==> config.mk <==
export PLATFORM = sky130hd
export DESIGN_NAME = bitmap_block_cache_directory_flat
export DESIGN_NICKNAME = d
export VERILOG_FILES = /design/src/hdl/bbcd_pkg.sv /design/src/hdl/bbcd_if.sv /design/src/hdl/bbcd_cfg.sv /design/src/hdl/bbcd_dir.sv /design/src/hdl/bitmap_block_cache_directory.sv /design/src/flat_wrapper.sv
export SDC_FILE = /design/constraint.sdc
export NUM_CORES = 2
export LEC_CHECK = 0
export ABC_AREA = 0
export CAP_MARGIN = 20
export CORE_MARGIN = 1.5
export CORE_UTILIZATION = 57
export CTS_CLUSTER_SIZE = 12
export DETAILED_ROUTE_END_ITERATION = 10
export DONT_BUFFER_PORTS = 1
export PLACE_DENSITY = 0.74
export SYNTH_ARGS = -nofsm -noshare
export SYNTH_HDL_FRONTEND = slang
export SYNTH_SLANG_ARGS = --single-unit
==> constraint.sdc <==
create_clock -name clk -period 5.2 [get_ports clk]
set_input_delay 0 -clock clk [delete_from_list [all_inputs] [get_ports clk]]
set_output_delay 0 -clock clk [all_outputs]
set_load 0.03 [all_outputs]
==> src/hdl/bbcd_pkg.sv <==
// Shared constants, types and the coordinate mapping of the bitmap block cache directory.
`default_nettype none
package bbcd_pkg;

  // Directory geometry.
  localparam int SLOTS   = 64;
  localparam int IDX_W   = $clog2(SLOTS);
  localparam int CNT_W   = $clog2(SLOTS + 1);
  localparam int AGE_W   = 7;
  localparam logic [AGE_W-1:0] AGE_MAX = {AGE_W{1'b1}};

  // Field widths of the transactions.
  localparam int COORD_W = 12;
  localparam int BLOCK_W = 12;
  localparam int WORD_W  = 8;
  localparam int BIT_W   = 4;
  localparam int SLOT_W  = 6;
  localparam int MODE_W  = 2;

  // Configuration port.
  localparam int APB_ADDR_W = 3;
  localparam int APB_DATA_W = 32;
  localparam int REG_IDX_W  = APB_ADDR_W - 2;
  localparam logic [REG_IDX_W-1:0] REG_LAYOUT_MODE = '0;

  // Block numbering layouts; the unused code behaves as the largest layout.
  localparam logic [MODE_W-1:0] LAYOUT_1K = 2'd0;
  localparam logic [MODE_W-1:0] LAYOUT_2K = 2'd1;
  localparam logic [MODE_W-1:0] LAYOUT_4K = 2'd2;

  typedef logic [IDX_W-1:0]   idx_t;
  typedef logic [AGE_W-1:0]   age_t;
  typedef logic [BLOCK_W-1:0] block_t;

  typedef struct packed {
    logic              func;
    block_t            block;
    logic [WORD_W-1:0] word_index;
    logic [BIT_W-1:0]  bit_index;
  } bbcd_req_t;

  typedef struct packed {
    logic              hit;
    logic [SLOT_W-1:0] slot;
    logic [WORD_W-1:0] word_index;
    logic [BIT_W-1:0]  bit_index;
    logic              writeback;
    block_t            victim_block;
    block_t            fill_block;
  } bbcd_res_t;

  function automatic block_t block_of(input logic [COORD_W-1:0] x,
                                      input logic [COORD_W-1:0] y,
                                      input logic [MODE_W-1:0]  mode);
    block_t b;
    case (mode)
      LAYOUT_1K: b = {4'b0, y[9:6], x[9:6]};
      LAYOUT_2K: b = {2'b0, y[10:6], x[10:6]};
      default:   b = {y[11:6], x[11:6]};
    endcase
    return b;
  endfunction

endpackage
`default_nettype wire

==> src/hdl/bbcd_if.sv <==
// Valid/ready channel interfaces for the access and result transactions.
`default_nettype none
interface bbcd_in_if;
  logic                         valid;
  logic                         ready;
  logic                         func;
  logic [bbcd_pkg::COORD_W-1:0] x_coord;
  logic [bbcd_pkg::COORD_W-1:0] y_coord;

  modport source (output valid, func, x_coord, y_coord, input ready);
  modport sink   (input valid, func, x_coord, y_coord, output ready);
endinterface

interface bbcd_out_if;
  logic                         valid;
  logic                         ready;
  logic                         hit;
  logic [bbcd_pkg::SLOT_W-1:0]  slot;
  logic [bbcd_pkg::WORD_W-1:0]  word_index;
  logic [bbcd_pkg::BIT_W-1:0]   bit_index;
  logic                         writeback;
  logic [bbcd_pkg::BLOCK_W-1:0] victim_block;
  logic [bbcd_pkg::BLOCK_W-1:0] fill_block;

  modport source (output valid, hit, slot, word_index, bit_index, writeback, victim_block,
                  fill_block, input ready);
  modport sink   (input valid, hit, slot, word_index, bit_index, writeback, victim_block,
                  fill_block, output ready);
endinterface
`default_nettype wire

==> src/hdl/bbcd_cfg.sv <==
// APB-style register holding the block numbering layout.
`default_nettype none
module bbcd_cfg (
  input  logic                              clk,
  input  logic                              rst_n,
  input  logic                              psel,
  input  logic                              penable,
  input  logic                              pwrite,
  input  logic [bbcd_pkg::APB_ADDR_W-1:0]   paddr,
  input  logic [bbcd_pkg::APB_DATA_W-1:0]   pwdata,
  output logic [bbcd_pkg::APB_DATA_W-1:0]   prdata,
  output logic                              pready,
  output logic [bbcd_pkg::MODE_W-1:0]       layout_mode
);
  import bbcd_pkg::*;

  logic [MODE_W-1:0]    layout_r;
  logic [MODE_W-1:0]    layout_nxt;
  logic [REG_IDX_W-1:0] reg_idx;
  logic                 wr_en;

  assign reg_idx = paddr[APB_ADDR_W-1:2];
  assign wr_en   = psel && penable && pwrite;
  assign pready  = 1'b1;

  always_comb begin
    layout_nxt = layout_r;
    if (wr_en && (reg_idx == REG_LAYOUT_MODE)) begin
      layout_nxt = pwdata[MODE_W-1:0];
    end
  end

  always_ff @(posedge clk) begin
    if (!rst_n) begin
      layout_r <= LAYOUT_1K;
    end else begin
      layout_r <= layout_nxt;
    end
  end

  always_comb begin
    prdata = '0;
    if (reg_idx == REG_LAYOUT_MODE) begin
      prdata = APB_DATA_W'(layout_r);
    end
  end

  assign layout_mode = layout_r;

endmodule
`default_nettype wire

==> src/hdl/bbcd_dir.sv <==
// Slot directory with tag and age memories, scanned one slot per cycle by a small sequencer.
`default_nettype none
module bbcd_dir (
  input  logic                 clk,
  input  logic                 rst_n,
  input  logic                 start,
  input  bbcd_pkg::bbcd_req_t  req,
  output logic                 idle,
  output logic                 done,
  input  logic                 take,
  output bbcd_pkg::bbcd_res_t  res
);
  import bbcd_pkg::*;

  typedef enum logic [3:0] {
    ST_IDLE  = 4'b0001,
    ST_SCAN  = 4'b0010,
    ST_SWEEP = 4'b0100,
    ST_FIN   = 4'b1000
  } state_t;

  // Storage.
  block_t     tag_mem [SLOTS];
  age_t       age_mem [SLOTS];
  logic [SLOTS-1:0] valid_r, valid_nxt;
  logic [SLOTS-1:0] dirty_r, dirty_nxt;
  logic [SLOTS-1:0] age_ok_r, age_ok_nxt;

  // Sequencer state.
  state_t     state_r, state_nxt;
  bbcd_req_t  req_r, req_nxt;
  logic [CNT_W-1:0] raddr_r, raddr_nxt;
  logic       pv_r, pv_nxt;
  idx_t       pidx_r, pidx_nxt;
  logic       hit_r, hit_nxt;
  idx_t       slot_r, slot_nxt;
  age_t       best_r, best_nxt;
  idx_t       pick_r, pick_nxt;
  logic       vdone_r, vdone_nxt;
  logic       wb_r, wb_nxt;
  block_t     vtag_r, vtag_nxt;

  // Registered read data.
  block_t     tag_q;
  age_t       age_q;
  logic       vld_q;
  logic       aok_q;

  logic       scanning;
  logic       issue;
  idx_t       rd_addr;
  age_t       age_eff;
  age_t       age_inc;
  logic       match;
  logic       last;
  logic       age_we;
  age_t       age_wd;
  logic       tag_we;

  assign scanning = (state_r == ST_SCAN) || (state_r == ST_SWEEP);
  assign issue    = scanning && (raddr_r < CNT_W'(SLOTS));
  assign rd_addr  = raddr_r[IDX_W-1:0];
  assign age_eff  = aok_q ? age_q : AGE_W'(SLOTS - int'(pidx_r));
  assign age_inc  = (age_eff == AGE_MAX) ? age_eff : age_eff + 1'b1;
  assign match    = vld_q && (tag_q == req_r.block);
  assign last     = (pidx_r == IDX_W'(SLOTS - 1));

  always_comb begin
    state_nxt  = state_r;
    req_nxt    = req_r;
    raddr_nxt  = raddr_r;
    pv_nxt     = 1'b0;
    pidx_nxt   = pidx_r;
    hit_nxt    = hit_r;
    slot_nxt   = slot_r;
    best_nxt   = best_r;
    pick_nxt   = pick_r;
    vdone_nxt  = vdone_r;
    wb_nxt     = wb_r;
    vtag_nxt   = vtag_r;
    valid_nxt  = valid_r;
    dirty_nxt  = dirty_r;
    age_ok_nxt = age_ok_r;
    age_we     = 1'b0;
    age_wd     = '0;
    tag_we     = 1'b0;

    if (issue) begin
      raddr_nxt = raddr_r + 1'b1;
      pv_nxt    = 1'b1;
      pidx_nxt  = rd_addr;
    end

    case (state_r)
      ST_IDLE: begin
        if (start) begin
          req_nxt   = req;
          raddr_nxt = '0;
          hit_nxt   = 1'b0;
          best_nxt  = '0;
          pick_nxt  = '0;
          vdone_nxt = 1'b0;
          wb_nxt    = 1'b0;
          vtag_nxt  = '0;
          state_nxt = ST_SCAN;
        end
      end
      ST_SCAN: begin
        if (pv_r) begin
          if (match) begin
            // First matching slot wins; a write marks it dirty.
            hit_nxt   = 1'b1;
            slot_nxt  = pidx_r;
            dirty_nxt[pidx_r] = dirty_r[pidx_r] | req_r.func;
            pv_nxt    = 1'b0;
            state_nxt = ST_FIN;
          end else begin
            // Oldest slot so far; the search settles on the first new oldest slot whose age is SLOTS-1.
            if (!vdone_r && (age_eff > best_r)) begin
              best_nxt = age_eff;
              pick_nxt = pidx_r;
              if (age_eff == AGE_W'(SLOTS - 1)) begin
                vdone_nxt = 1'b1;
              end
            end
            if (last) begin
              raddr_nxt = '0;
              pv_nxt    = 1'b0;
              state_nxt = ST_SWEEP;
            end
          end
        end
      end
      ST_SWEEP: begin
        if (pv_r) begin
          age_we = 1'b1;
          age_wd = (pidx_r == pick_r) ? '0 : age_inc;
          age_ok_nxt[pidx_r] = 1'b1;
          if (pidx_r == pick_r) begin
            wb_nxt   = valid_r[pick_r] & dirty_r[pick_r];
            vtag_nxt = (valid_r[pick_r] & dirty_r[pick_r]) ? tag_q : '0;
          end
          if (last) begin
            tag_we            = 1'b1;
            valid_nxt[pick_r] = 1'b1;
            dirty_nxt[pick_r] = req_r.func;
            slot_nxt          = pick_r;
            pv_nxt            = 1'b0;
            state_nxt         = ST_FIN;
          end
        end
      end
      ST_FIN: begin
        if (take) begin
          state_nxt = ST_IDLE;
        end
      end
      default: begin
        state_nxt = ST_IDLE;
      end
    endcase
  end

  always_ff @(posedge clk) begin
    if (!rst_n) begin
      state_r  <= ST_IDLE;
      pv_r     <= 1'b0;
      valid_r  <= '0;
      dirty_r  <= '0;
      age_ok_r <= '0;
    end else begin
      state_r  <= state_nxt;
      pv_r     <= pv_nxt;
      valid_r  <= valid_nxt;
      dirty_r  <= dirty_nxt;
      age_ok_r <= age_ok_nxt;
    end
  end

  always_ff @(posedge clk) begin
    req_r   <= req_nxt;
    raddr_r <= raddr_nxt;
    pidx_r  <= pidx_nxt;
    hit_r   <= hit_nxt;
    slot_r  <= slot_nxt;
    best_r  <= best_nxt;
    pick_r  <= pick_nxt;
    vdone_r <= vdone_nxt;
    wb_r    <= wb_nxt;
    vtag_r  <= vtag_nxt;
  end

  // Memories: one read address shared by both, registered read data.
  always_ff @(posedge clk) begin
    tag_q <= tag_mem[rd_addr];
    age_q <= age_mem[rd_addr];
    vld_q <= valid_r[rd_addr];
    aok_q <= age_ok_r[rd_addr];
    if (tag_we) begin
      tag_mem[pick_r] <= req_r.block;
    end
    if (age_we) begin
      age_mem[pidx_r] <= age_wd;
    end
  end

  assign idle = (state_r == ST_IDLE);
  assign done = (state_r == ST_FIN);

  always_comb begin
    res.hit          = hit_r;
    res.slot         = SLOT_W'(slot_r);
    res.word_index   = req_r.word_index;
    res.bit_index    = req_r.bit_index;
    res.writeback    = wb_r;
    res.victim_block = vtag_r;
    res.fill_block   = hit_r ? '0 : req_r.block;
  end

endmodule
`default_nettype wire

==> src/hdl/bitmap_block_cache_directory.sv <==
// Top level of the bitmap block cache directory: access channel, result channel, register port.
`default_nettype none
// The block takes one bit access transaction (read or write at x_coord, y_coord), maps the
// coordinates to a block number, a 16-bit word and a bit under the layout chosen in the
// layout_mode register (byte address 0), and looks the block up in a fully associative
// directory of 64 slots. One slot is examined per cycle: tags and ages sit in memories with a
// single registered read port, and one compare unit walks them under a small sequencer. A hit
// at slot k ends the walk at that slot. A miss walks all 64 slots to find the oldest one, then
// makes a second pass over the age memory to age every slot and clear the victim. The block
// accepts no new access while one is in flight; the result sits in an output register, so
// the next access is accepted as soon as the current result has been handed to that register,
// even if the sink stalls.
// Replacement is first-in first-out: hits do not refresh a slot's age. A dirty victim is
// reported with writeback high and its block number in victim_block; fill_block names the
// block to load on a miss. Change layout_mode only while the block is idle.
module bitmap_block_cache_directory (
  input  logic                              clk,
  input  logic                              rst_n,
  bbcd_in_if.sink                           in_ch,
  bbcd_out_if.source                        out_ch,
  input  logic                              psel,
  input  logic                              penable,
  input  logic                              pwrite,
  input  logic [bbcd_pkg::APB_ADDR_W-1:0]   paddr,
  input  logic [bbcd_pkg::APB_DATA_W-1:0]   pwdata,
  output logic [bbcd_pkg::APB_DATA_W-1:0]   prdata,
  output logic                              pready
);
  import bbcd_pkg::*;

  logic [MODE_W-1:0] layout_mode;
  bbcd_req_t         req;
  bbcd_res_t         dir_res;
  logic              dir_idle;
  logic              dir_done;
  logic              start;
  logic              take;

  bbcd_res_t         out_res_r, out_res_nxt;
  logic              out_vld_r, out_vld_nxt;

  bbcd_cfg u_cfg (
    .clk         (clk),
    .rst_n       (rst_n),
    .psel        (psel),
    .penable     (penable),
    .pwrite      (pwrite),
    .paddr       (paddr),
    .pwdata      (pwdata),
    .prdata      (prdata),
    .pready      (pready),
    .layout_mode (layout_mode)
  );

  // Address split of the incoming access.
  always_comb begin
    req.func       = in_ch.func;
    req.block      = block_of(in_ch.x_coord, in_ch.y_coord, layout_mode);
    req.word_index = {in_ch.y_coord[5:4], in_ch.x_coord[5:0]};
    req.bit_index  = in_ch.y_coord[3:0];
  end

  assign in_ch.ready = dir_idle;
  assign start       = in_ch.valid && dir_idle;

  bbcd_dir u_dir (
    .clk   (clk),
    .rst_n (rst_n),
    .start (start),
    .req   (req),
    .idle  (dir_idle),
    .done  (dir_done),
    .take  (take),
    .res   (dir_res)
  );

  // The finished result moves into the output register once it is free or being emptied.
  assign take = dir_done && (!out_vld_r || out_ch.ready);

  always_comb begin
    out_res_nxt = out_res_r;
    out_vld_nxt = out_vld_r && !out_ch.ready;
    if (take) begin
      out_res_nxt = dir_res;
      out_vld_nxt = 1'b1;
    end
  end

  always_ff @(posedge clk) begin
    if (!rst_n) begin
      out_vld_r <= 1'b0;
    end else begin
      out_vld_r <= out_vld_nxt;
    end
  end

  always_ff @(posedge clk) begin
    out_res_r <= out_res_nxt;
  end

  assign out_ch.valid        = out_vld_r;
  assign out_ch.hit          = out_res_r.hit;
  assign out_ch.slot         = out_res_r.slot;
  assign out_ch.word_index   = out_res_r.word_index;
  assign out_ch.bit_index    = out_res_r.bit_index;
  assign out_ch.writeback    = out_res_r.writeback;
  assign out_ch.victim_block = out_res_r.victim_block;
  assign out_ch.fill_block   = out_res_r.fill_block;

endmodule
`default_nettype wire

==> src/flat_wrapper.sv <==
// flat-port wrapper written by rule: the top's interface ports become plain ports
module bitmap_block_cache_directory_flat import bbcd_pkg::*;
  (clk, rst_n, psel, penable, pwrite, paddr, pwdata, prdata, pready, in_ch_valid, in_ch_func, in_ch_x_coord, in_ch_y_coord, in_ch_ready, out_ch_valid, out_ch_hit, out_ch_slot, out_ch_word_index, out_ch_bit_index, out_ch_writeback, out_ch_victim_block, out_ch_fill_block, out_ch_ready);
  bbcd_in_if in_ch_i ();
  bbcd_out_if out_ch_i ();
  input  logic clk;
  input  logic rst_n;
  input  logic psel;
  input  logic penable;
  input  logic pwrite;
  input  logic [bbcd_pkg::APB_ADDR_W-1:0] paddr;
  input  logic [bbcd_pkg::APB_DATA_W-1:0] pwdata;
  output logic [bbcd_pkg::APB_DATA_W-1:0] prdata;
  output logic pready;
  input wire logic [$bits(in_ch_i.valid)-1:0] in_ch_valid;
  input wire logic [$bits(in_ch_i.func)-1:0] in_ch_func;
  input wire logic [$bits(in_ch_i.x_coord)-1:0] in_ch_x_coord;
  input wire logic [$bits(in_ch_i.y_coord)-1:0] in_ch_y_coord;
  output wire logic [$bits(in_ch_i.ready)-1:0] in_ch_ready;
  output wire logic [$bits(out_ch_i.valid)-1:0] out_ch_valid;
  output wire logic [$bits(out_ch_i.hit)-1:0] out_ch_hit;
  output wire logic [$bits(out_ch_i.slot)-1:0] out_ch_slot;
  output wire logic [$bits(out_ch_i.word_index)-1:0] out_ch_word_index;
  output wire logic [$bits(out_ch_i.bit_index)-1:0] out_ch_bit_index;
  output wire logic [$bits(out_ch_i.writeback)-1:0] out_ch_writeback;
  output wire logic [$bits(out_ch_i.victim_block)-1:0] out_ch_victim_block;
  output wire logic [$bits(out_ch_i.fill_block)-1:0] out_ch_fill_block;
  input wire logic [$bits(out_ch_i.ready)-1:0] out_ch_ready;
  assign in_ch_i.valid = in_ch_valid;
  assign in_ch_i.func = in_ch_func;
  assign in_ch_i.x_coord = in_ch_x_coord;
  assign in_ch_i.y_coord = in_ch_y_coord;
  assign in_ch_ready = in_ch_i.ready;
  assign out_ch_valid = out_ch_i.valid;
  assign out_ch_hit = out_ch_i.hit;
  assign out_ch_slot = out_ch_i.slot;
  assign out_ch_word_index = out_ch_i.word_index;
  assign out_ch_bit_index = out_ch_i.bit_index;
  assign out_ch_writeback = out_ch_i.writeback;
  assign out_ch_victim_block = out_ch_i.victim_block;
  assign out_ch_fill_block = out_ch_i.fill_block;
  assign out_ch_i.ready = out_ch_ready;
  bitmap_block_cache_directory u_core (.clk(clk), .rst_n(rst_n), .in_ch(in_ch_i), .out_ch(out_ch_i), .psel(psel), .penable(penable), .pwrite(pwrite), .paddr(paddr), .pwdata(pwdata), .prdata(prdata), .pready(pready));
endmodule
==> qor.txt <==
Layout cell share with drive strength beyond 1 -> 23.4%
Hold Vio Cnt, Final -> 0
Pre-CTS WS -> 0.913 ns
Clock slew seen by the registers of the worst setup and hold paths -> 0.06 ns
CTS max path bufs -> 3
Final Skew -> 0.0388 ns
Vias -> 36490
Async S/R FF share, synth -> 0%
Clock power frac -> 41.0%
Core Rows -> 122
Total Negative Setup Slacks -> 0 ns
Die Y -> 337 um
Met3 WL -> 18400 um
FMAX -> 0.249 GHz
YS warnings -> 0
Hpwl dp -> 97900 um
Sw frac -> 22.1%
Metal2 WL -> 77900 um
GRT Util Overall -> 29.6%
Unrepaired setup endpoints after global routing -> no
CTS resizes -> 0
Area grow syn2layout -> 12.0%
EDFF count, synth -> 1325
GPL Wtd Cong -> 0.966
Top delay family on crit path -> buffers and inverters
Die X -> 337 um
H-tree depth -> 4
Status -> completed
Drt pass-1 iters -> 6
Sequential share of power -> 53.1%
I/O pins -> 146
Final-stage net count -> 3871
M1 wire length -> 64000 um
Synth Instances -> 3657
Clock Root Buffer -> clkbuf_16
Slew Limit Headroom -> 33.3%
Number of global-route vias before repair -> 35854
TritonCTS clock tree -> done
Drt total wl -> 166000 um
Slowest-stage cell, CP -> edfxtp_1
Maxcap violations -> 0
Starting Density -> 57.5%
Internal Power -> 20.1 mW
Worst path max stage delay -> 0.69 ns
Final setup vio count -> 0
Clock sink count -> 1553
Routed Antenna Nets -> 0
DIE AREA -> 114000 um2
Main synth FF type -> edfxtp_1
Static Leak -> 20.9 nW
Input/output buffers -> 0
Crit Path Max Fanout -> 64
Congestion Overflow GR -> 0
Synth unique cells -> 86
Hold crit path type -> in -> reg
Fin worst setup slack -> 1.19 ns
Hold slack -> 0.0956 ns
CP Class -> reg -> reg
Initial antenna violation count -> 7
Final Max Slew Viols -> 0
Syn_area_per_cell -> 17.4 um2
Critical Path Start Type -> register
Worst EP required -> 5.66 ns
Synth Cell Area -> 63800 um2
Comb pwr share -> 5.9%
Net Switching -> 5.69 mW
Fill count -> 7310
Clock latency on the worst-skew pair -> 0.78 ns
Buf/Inv on CP -> 2
Min Tclk post-route -> 4.01 ns
Seq cells post-synth -> 1553
Vias/cell -> 6.76
TritonCTS Buffers -> 157
Critical Path End Type -> register
Highest routed layer -> met5
# DRC -> 0
Drt wl/cell -> 30.8 um
CP Cell Sequence -> inv_1 -> ha_1 -> xor2_1 -> o21ai_1 -> nand2_1 -> nor4_4 -> nor3_1 -> a211oi_4 -> buf_4
Maximum vdd ir drop -> 0.000314 V
Iter 0 DRT Violations -> 5170
Tightest Pin Transition -> 1.00 ns
First-pass GRT wire length -> 243000 um
Sequential share of the synthesized area -> 69.6%
Largest net degree at the start of global routing -> 131
Period Utilization, post-route -> 77.1%
PD cells -> 361 nW/um2
Core Region -> 111000 um2
CP arrival -> 4.47 ns
cells in the mapped netlist, types with 8 or more instances:
| cell type | instances | area [um2] |
|---|---|---|
| a221oi_1 | 20 | 175 |
| clkbuf_1 | 138 | 518 |
| a21oi_1 | 99 | 495 |
| nor3b_1 | 11 | 82.6 |
| o31ai_1 | 12 | 90.1 |
| o21ai_0 | 95 | 475 |
| nand3_1 | 14 | 70.1 |
| and3_1 | 12 | 75.1 |
| buf_2 | 73 | 365 |
| a22o_1 | 40 | 350 |
| nor3_1 | 54 | 270 |
| ha_1 | 11 | 138 |
| o21a_1 | 76 | 571 |
| inv_1 | 20 | 75.1 |
| xnor2_1 | 19 | 166 |
| a31oi_1 | 15 | 93.8 |
| buf_4 | 34 | 255 |
| mux2_2 | 24 | 270 |
| a211oi_1 | 31 | 233 |
| mux4_2 | 454 | 10200 |
| mux2i_1 | 21 | 210 |
| and2_1 | 19 | 119 |
| o22ai_1 | 28 | 175 |
| nor2_1 | 399 | 1500 |
| buf_1 | 23 | 86.3 |
| nand2b_1 | 8 | 50.1 |
| edfxtp_1 | 1325 | 39800 |
| dfxtp_1 | 228 | 4560 |
| nand2_1 | 139 | 522 |
| nor2b_1 | 32 | 200 |
| a21boi_0 | 36 | 270 |
| a22oi_1 | 9 | 67.6 |
per-layer routing:
| layer | up-vias | GRT usage [%] |
|---|---|---|
| li1 | 14857 | - |
| met4 | 8 | 10.1 |
| met5 | - | 0.0426 |
| met2 | 2450 | 45.8 |
| met1 | 18754 | 42.1 |
| met3 | 421 | 6.45 |
repair_timing:
action / CTS / global route
buffers inserted: 0 / 0
hold endpoints to repair: 202 / 0
hold buffers: 59 / 0
placed cells by master, fill, tap and decap left out, drive strengths merged, types with 21 or more instances in the layout:
| master | instances |
|---|---|
| dfxtp | 228 |
| a221oi | 21 |
| o22ai | 28 |
| dlygate4sd3 | 58 |
| o21ai | 98 |
| nor2 | 399 |
| mux2i | 21 |
| nor3 | 54 |
| buf | 166 |
| nand2 | 139 |
| a22o | 40 |
| edfxtp | 1325 |
| inv | 28 |
| a211oi | 31 |
| a21oi | 100 |
| o21a | 76 |
| conb | 31 |
| clkbuf | 236 |
| a21boi | 36 |
| clkinv | 29 |
| mux4 | 454 |
| nor2b | 32 |
| mux2 | 25 |
worst reg2reg max path: cells and delay by family (launching register included):
kind                     cells  cell delay [ns]
AO/OA/AOI/OAI                2             0.69
XOR/XNOR                     1             0.15
AND/OR/NAND/NOR              3             0.88
buffers and inverters        2             0.91
flip-flops                   1             0.69
adder cells (fa/ha/maj)      1             0.31
layout make-up:
type                       instances  area, um2  share of cell area, %
sequential                      1553      44400                   62.1
multi-input combinational       1834      18300                   25.7
clock buffer                     236       4340                   6.08
timing repair buffer             224       2050                   2.87
tap                             1488       1860                   2.61
clock inverter                    36        347                  0.485
inverter                          23       87.6                  0.123
antenna                            1       2.50                0.00351
state kept, by name (all words and copies together), names as in the netlist, 8 cells and up:
register / cells
u_core.out_ch.fill_block: 12
u_core.out_ch.victim_block: 12
u_core.out_ch.word_index: 8
u_core.u_dir.age_mem: 448
u_core.u_dir.age_ok_r: 64
u_core.u_dir.dirty_r: 64
u_core.u_dir.req_r: 13
u_core.u_dir.res: 12
u_core.u_dir.tag_mem: 768
u_core.u_dir.tag_q: 12
u_core.u_dir.valid_r: 64
u_core.u_dir.vtag_r: 12
logic make-up (layout without fill, tap and decap cells):
| family | count (synthesis) | count (layout) | share of synthesized area, % |
|---|---|---|---|
| AND/OR/NAND/NOR | 741 | 741 | 5.22 |
| other | 2 | 32 | 0.0118 |
| adder cells (fa/ha/maj) | 11 | 11 | 0.216 |
| multiplexers | 500 | 500 | 16.8 |
| flip-flops | 1553 | 1553 | 69.6 |
| buffers and inverters | 299 | 519 | 2.19 |
| XOR/XNOR | 25 | 25 | 0.343 |
| AO/OA/AOI/OAI | 526 | 526 | 5.63 |
stage by stage:
stage               power, mW  cell area, um2  util, %  std cells
global route             26.3           71400     64.4       5394
floorplan                14.9           63900        -       3686
detailed placement       15.4           66100     59.6       5061
CTS                      25.8           71400     64.4       5392
finish                   25.7           71400     64.4       5395
global placement         15.3           66100     59.6       5059
final timing paths:
path / cells after the start / end / start / slack (ns)
hold / removal: 2 / u_core.u_dir.req_r[22]$_SDFFCE_PN0P_ / in_ch_y_coord[10] / 0.1
setup reg to reg: 9 / u_core.u_dir.age_mem[44][5]$_DFFE_PP_ / u_core.u_dir.pidx_r[1]$_DFFE_PP_ / 1.19
setup / recovery: 9 / u_core.u_dir.age_mem[44][5]$_DFFE_PP_ / u_core.u_dir.pidx_r[1]$_DFFE_PP_ / 1.19
hold reg to reg: 0 / u_core.out_ch.slot[1]$_DFFE_PP_ / u_core.u_dir.slot_r[1]$_DFFE_PP_ / 0.42
power by group through the flow:
stage	clock network (mW)	registers [mW]	logic, mW
after floorplan	0	13.9	0.992
after global placement	0	13.9	1.42
after detailed placement	0	13.9	1.43
after CTS	10.6	13.7	1.50
after global routing	11.1	13.7	1.60
final	10.6	13.7	1.52
Power figures use the tool's default switching activity.
